`src/hdl/bvc_pkg.sv`:
```
`timescale 1ns / 1ps
`default_nettype none
// ----------------------------------------------------------------------------
// bvc_pkg
// shared types, widths and helpers for the box versus collider contact test
// ----------------------------------------------------------------------------
package bvc_pkg;

  localparam int unsigned DW         = 25;  // signed offset centre - clamp
  localparam int unsigned SUMW       = 50;  // sum of squares
  localparam int unsigned ROOTW      = 25;  // floored distance
  localparam int unsigned SQ_STAGES  = 25;  // one root bit per stage
  localparam int unsigned QW         = 15;  // normal magnitude bits
  localparam int unsigned DIV_STAGES = QW;  // one quotient bit per stage
  localparam int unsigned NUMW       = 40;  // dividend and shifted divisor
  localparam int unsigned LATENCY    = SQ_STAGES + DIV_STAGES + 4;

  localparam logic signed [15:0] UNIT_NORMAL = 16'sd16384;
  localparam logic signed [15:0] NEG_NORMAL  = -16'sd16384;
  localparam logic [22:0]        DEPTH_MAX   = 23'h7fffff;

  typedef struct packed {
    logic signed [23:0] box_min_x;
    logic signed [23:0] box_min_y;
    logic signed [23:0] box_max_x;
    logic signed [23:0] box_max_y;
    logic               is_circle;
    logic signed [23:0] center_x;
    logic signed [23:0] center_y;
    logic        [22:0] radius;
    logic        [22:0] size_x;
    logic        [22:0] size_y;
  } req_t;

  typedef struct packed {
    logic               colliding;
    logic signed [15:0] normal_x;
    logic signed [15:0] normal_y;
    logic        [22:0] depth;
  } res_t;

  // travels beside the square root
  typedef struct packed {
    logic                 is_circle;
    res_t                 box_res;
    logic signed [DW-1:0] dx;
    logic signed [DW-1:0] dy;
    logic        [22:0]   radius;
  } sq_side_t;

  // travels beside the dividers
  typedef struct packed {
    res_t res;
    logic use_div;
    logic neg_x;
    logic neg_y;
  } dv_side_t;

  function automatic logic signed [27:0] ext28(input logic signed [23:0] v);
    ext28 = {{4{v[23]}}, v};
  endfunction

  function automatic logic signed [27:0] dbl28(input logic signed [23:0] v);
    dbl28 = {{3{v[23]}}, v, 1'b0};
  endfunction

endpackage
`default_nettype wire

```
`src/hdl/bvc_div.sv`:
```
`timescale 1ns / 1ps
`default_nettype none
// ----------------------------------------------------------------------------
// bvc_div
// two pipelined restoring dividers for the normal, one quotient bit per stage
// ----------------------------------------------------------------------------
module bvc_div (
  input  wire logic                     clk_i,
  input  wire logic                     rst_ni,
  input  wire logic                     valid_i,
  input  wire logic [bvc_pkg::NUMW-1:0] num_x_i,
  input  wire logic [bvc_pkg::NUMW-1:0] num_y_i,
  input  wire logic [bvc_pkg::ROOTW-1:0] den_i,
  input  wire bvc_pkg::dv_side_t        side_i,
  output logic                          valid_o,
  output logic [bvc_pkg::QW-1:0]        quo_x_o,
  output logic [bvc_pkg::QW-1:0]        quo_y_o,
  output bvc_pkg::dv_side_t             side_o
);
  import bvc_pkg::*;

  logic [DIV_STAGES-1:0] vld_q;
  logic [NUMW-1:0]       rx_q [DIV_STAGES];
  logic [NUMW-1:0]       ry_q [DIV_STAGES];
  logic [QW-1:0]         qx_q [DIV_STAGES];
  logic [QW-1:0]         qy_q [DIV_STAGES];
  logic [ROOTW-1:0]      dn_q [DIV_STAGES];
  dv_side_t              sd_q [DIV_STAGES];

  for (genvar s = 0; s < DIV_STAGES; s++) begin : g_stage
    localparam int unsigned SH = DIV_STAGES - 1 - s;
    localparam logic [QW-1:0] QBIT = QW'(1) << SH;
    logic [NUMW-1:0]  rx_in, ry_in, dsh;
    logic [QW-1:0]    qx_in, qy_in;
    logic [ROOTW-1:0] dn_in;
    dv_side_t         sd_in;
    logic             vld_in;

    if (s == 0) begin : g_first
      assign rx_in  = num_x_i;
      assign ry_in  = num_y_i;
      assign qx_in  = '0;
      assign qy_in  = '0;
      assign dn_in  = den_i;
      assign sd_in  = side_i;
      assign vld_in = valid_i;
    end else begin : g_next
      assign rx_in  = rx_q[s-1];
      assign ry_in  = ry_q[s-1];
      assign qx_in  = qx_q[s-1];
      assign qy_in  = qy_q[s-1];
      assign dn_in  = dn_q[s-1];
      assign sd_in  = sd_q[s-1];
      assign vld_in = vld_q[s-1];
    end

    assign dsh = NUMW'(dn_in) << SH;

    always_ff @(posedge clk_i or negedge rst_ni) begin
      if (!rst_ni) begin
        vld_q[s] <= 1'b0;
      end else begin
        vld_q[s] <= vld_in;
      end
    end

    always_ff @(posedge clk_i) begin
      dn_q[s] <= dn_in;
      sd_q[s] <= sd_in;
      if (rx_in >= dsh) begin
        rx_q[s] <= rx_in - dsh;
        qx_q[s] <= qx_in | QBIT;
      end else begin
        rx_q[s] <= rx_in;
        qx_q[s] <= qx_in;
      end
      if (ry_in >= dsh) begin
        ry_q[s] <= ry_in - dsh;
        qy_q[s] <= qy_in | QBIT;
      end else begin
        ry_q[s] <= ry_in;
        qy_q[s] <= qy_in;
      end
    end
  end

  assign valid_o = vld_q[DIV_STAGES-1];
  assign quo_x_o = qx_q[DIV_STAGES-1];
  assign quo_y_o = qy_q[DIV_STAGES-1];
  assign side_o  = sd_q[DIV_STAGES-1];

endmodule
`default_nettype wire

```
`config.mk`:
```
export PLATFORM = sky130hd
export DESIGN_NAME = bvc_div
export DESIGN_NICKNAME = d
export VERILOG_FILES = /design/src/hdl/bvc_pkg.sv /design/src/hdl/bvc_div.sv
export SDC_FILE = /design/constraint.sdc
export NUM_CORES = 2
export LEC_CHECK = 0
export BUFFER_PORTS_ARGS = -buffer_cell sky130_fd_sc_hd__buf_2
export CAP_MARGIN = 10
export CORE_ASPECT_RATIO = 1.1
export CORE_MARGIN = 3
export CORE_UTILIZATION = 40
export DETAILED_ROUTE_END_ITERATION = 10
export SETUP_SLACK_MARGIN = 0.15
export SYNTH_ARGS = -nofsm -noshare
export SYNTH_HDL_FRONTEND = slang
export SYNTH_SLANG_ARGS = --single-unit
```
`constraint.sdc`:
```
create_clock -name clk_i -period 3.7 [get_ports clk_i]
set_clock_uncertainty 0.1 [all_clocks]
set_input_delay 0 -clock clk_i [delete_from_list [all_inputs] [get_ports clk_i]]
set_output_delay 0 -clock clk_i [all_outputs]
set_load 0.005 [all_outputs]
```
==> out/results.txt <==
WL met1 = 111500 um
Fin crit period = 3694 ps
# port buffers = 256
Post-Layout Cell Count = 15103
Area delta synth->final = 28.26%
Reg-to-reg slack, setup = 6 ps
Area leader, netlist = dfxtp_1
Clock group share of total power = 24.9%
Synth Instances = 10018
Place WS = -421.1 ps
Max_slew headroom = 50.88%
RSZ-0062 raised after global routing = yes
CTS tree = built
CTS Root Cell = clkbuf_16
Worst EP required = 4300 ps
Synth async-reset ratio = 0.5747%
Die Ht = 532.2 um
Drt pass-1 iters = 5
Die area = 257800 um2
WL met2 = 154300 um
Clock buffer depth = 4
Critical path class = reg2reg
Crit path DAT = 4290 ps
Max incr delay on CP = 490 ps
Width of the die = 484.4 um
Simple-gate portion of the synthesized area = 11.93%
Power Total = 117.7 mW
Grt ovf = 0
Core Rows = 192
# IOs = 257
DPL Wire Length = 235700 um
Layout cell share with drive strength beyond 1 = 19.23%
Sink of the worst hold path = ry_q[0][14]$_DFF_P_
Clk_lat worst skew = 870 ps
Largest net degree at the start of global routing = 49
Fin nets = 12523
Worst Hold Depth = 4
Sequential power share = 34.2%
P_leak = 56.68 nW
Final Max Tran Viols = 0
Multiplexer share of the synthesized area = 1.194%
Total CTS buffers = 283
Worst setup margin = 5.770 ps
Via density = 5.067
Crit-path max FO = 4
Synth top area cells = dfxtp_1 (52%), ha_1 (9.3%), a21oi_1 (3.8%)
Worst R2R End = rx_q[1][38]$_DFF_P_
Synth Area in XOR/XNOR = 6.767%
Number of synthesized flops with an enable pin = 0
Top routing layer in use = met4
Initial antenna violation count = 5
Crit Reg-Reg Startpoint = rx_q[0][286]$_DFF_P_
Seq/Total Area, Yosys = 51.96%
Antenna Nets Post-Route = 0
Final RePlAce weighted congestion = 0.9705
Final wirelength = 302500 um
Synth Area in Adders = 9.876%
Status = finished, final reports clean
Ys Warns = 0
Internal Power = 75.09 mW
Fin util = 51.74%
Crit. End Element = flip-flop
Mapped Area = 100700 um2
HP Class = in2reg
DR DRC count = 0
Max cap viols = 0
Avg Cell Area, Syn = 10.05 um2
Core Area = 249600 um2
Worst-margin pin slew = 735.8 ps
Initial Util = 40.34%
P_sw = 42.58 mW
Clock-pin slew on the worst setup and hold paths = 70 ps
Main combinational cell family by area after synthesis = compound AO/OA/AOI/OAI gates
Crit-path cells = inv_2 -> ha_4 -> inv_2 -> fa_2 -> a21oi_4 -> o21ai_2 -> a21oi_1 -> buf_4 -> o41ai_4 -> buf_4 -> o2111ai_2 -> a21boi_2 -> o21a_1 -> buf_6 -> or4_4 -> nor3_4 -> nand3_2 -> xnor2_2
Switching Fraction = 36.19%
Number of global-route vias before repair = 79095
Initial DRC count = 3932
Combinational power share = 40.8%
Avg WL per Cell = 20.03 um
Critical path startpoint category = flip-flop
Crit share post-route = 99.84%
Vias = 76522
Post-synth cell types = 104
FMAX = 0.2707 GHz
Hold Startpoint = den_i[0]
Main synth FF type = dfxtp_1
First-pass GRT wire length = 452500 um
Synthesis-stage register bit count = 2610
Final hold violations = 0
Final setup vio count = 0
Syn Nets = 10963
Slowest cell on crit path = or4_4
Peak supply drop = 0.0005731 V
Reg2Reg Depth = 18
Overall routing resource usage = 22.40%
Clk sink count = 2610
Placed Cells = 14085
DR WL met3 = 10470 um
H-tree depth = 5
Fillcell total = 22145
PwrDens = 911.1 nW/um2
Synth Area in Compound Gates = 15.22%
Yosys top cell area share = 51.59%
-- routing by layer --
metal  GRT usage, %  vias to the layer above
met5              0                        -
met4          16.72                        0
met3          3.138                      767
met2          41.49                     1665
met1          22.73                    36043
li1               -                    38047
-- power by group through the flow --
stage | clock, mW | sequential, mW | combinational (mW)
floorplan | 0 | 38.0 | 30.4
global placement | 0 | 40.6 | 43.4
detailed placement | 0 | 40.6 | 43.9
CTS | 30.1 | 40.1 | 45.8
global route | 31.3 | 40.8 | 52.9
finish | 29.4 | 40.3 | 48.0
-- cell usage in the layout (no fill, tap or decap), drive strengths merged, types with 23 or more instances in the layout --
cell type    count
o21bai          82
nor3           140
inv            619
clkinv          61
o31ai           68
mux2            97
nand4b          23
fa              28
or2             40
dlygate4sd3    356
and3            46
o21ai          731
nand3          135
nor4           121
a31oi           59
xnor2          404
nor2b          111
or3             81
a211oi          74
a21oi          762
buf           1106
ha             750
nand4          107
nand2          805
or4             36
nand2b         127
o21a            88
o211ai          35
dfxtp         2595
and2            33
nor4b           32
clkbuf         390
xor2           374
bufinv          34
a21o           353
nor2           536
-- how the worst max path moves through the flow --
stage / start / to / slack [ps] / cells after the start
2_1_floorplan: ry_q[1][122]$_DFF_P_ / ry_q[1][176]$_DFF_P_ / 320 / 15
3_3_place_gp: dn_q[0][174]$_DFF_P_ / ry_q[0][314]$_DFF_P_ / -1540 / 12
3_5_place_dp: dn_q[0][184]$_DFF_P_ / rx_q[1][37]$_DFF_P_ / -420 / 14
6_report: rx_q[0][286]$_DFF_P_ / rx_q[1][38]$_DFF_P_ / 6 / 18
4_1_cts: dn_q[0][186]$_DFF_P_ / rx_q[1][37]$_DFF_P_ / -20 / 13
5_1_grt: rx_q[0][286]$_DFF_P_ / rx_q[1][38]$_DFF_P_ / -160 / 18
-- final cells by class --
type                    instances  area [um2]  share of cell area, %
repair buffers               1476       12260                  9.492
well taps                    3298        4126                  3.195
clock buffers                 379        7966                  6.168
diodes                         10       25.02                0.01938
flip-flops and latches       2610       52430                  40.59
inverters                     605        2281                  1.766
clock inverters               123        1841                  1.425
multi-input cells            6602       48220                  37.34
-- flip-flops by register name, summed over array words and instances (netlist names) --
register and flops:
sd_q 885, rx_q 560, ry_q 560, dn_q 350, qx_q 120, qy_q 120, g_stage.vld_in 14, valid_o 1
-- what timing repair did --
item,in CTS,in global routing
pin swaps,110,192
setup endpoints to repair,531,554
buffers inserted,57,74
hold endpoints to repair,182,4
resized for setup,313,445
hold buffers,352,4
cloned,7,12
-- stage by stage --
stage | cell area (um2) | hold WS, ps | TNS, ps
6_report | 129200 | 41.29 | 0
5_1_grt | 129100 | 19.30 | -646.2
4_1_cts | 126400 | -293.9 | -24.89
3_5_place_dp | 111100 | -188.0 | -12300
3_3_place_gp | 111100 | -202.0 | -51390
2_1_floorplan | 100700 | -395.6 | 0
-- worst max-delay path: cells and delay by family, from the launching register on --
| kind | cells | cell delay (ps) |
|---|---|---|
| AND/OR/NAND/NOR | 3 | 840 |
| adder cells (fa/ha/maj) | 2 | 490 |
| flip-flops | 1 | 320 |
| XOR/XNOR | 1 | 140 |
| AO/OA/AOI/OAI | 7 | 1040 |
| buffers and inverters | 5 | 590 |
-- cell usage after synthesis (all sizes together), types with 12 or more instances --
library cell	n
mux2	97
o211ai	35
or4	36
and2	33
or2	40
and4	13
o31a	20
o22ai	14
o21bai	82
nand4b	23
a211o	16
a21oi	762
nand3	135
nor4b	32
buf	39
o31ai	68
nor3	140
a31oi	59
inv	604
o2111ai	13
a221o	12
o21ai	731
fa	28
nand3b	20
clkbuf	162
dfrtp	15
a2111oi	20
nor2b	111
and3	46
o21a	88
nand2	805
ha	750
xor2	374
nand2b	127
a31o	16
a211oi	74
a21boi	18
a21o	353
nand4	107
dfxtp	2595
or3	81
xnor2	404
nor2	536
nor4	121
-- kinds of logic (layout without fill, tap and decap cells) --
logic type / count (synthesis) / after routing
AOI/OAI and AO/OA: 2495 / 2495
xor gates and xnor gates: 778 / 778
muxes: 108 / 108
buffers and inverters: 806 / 2583
adders and majority gates: 778 / 778
other: 0 / 10
and+or+nand+nor: 2443 / 2443
DFF: 2610 / 2610
Note: power is estimated with default switching activity, not from simulation.
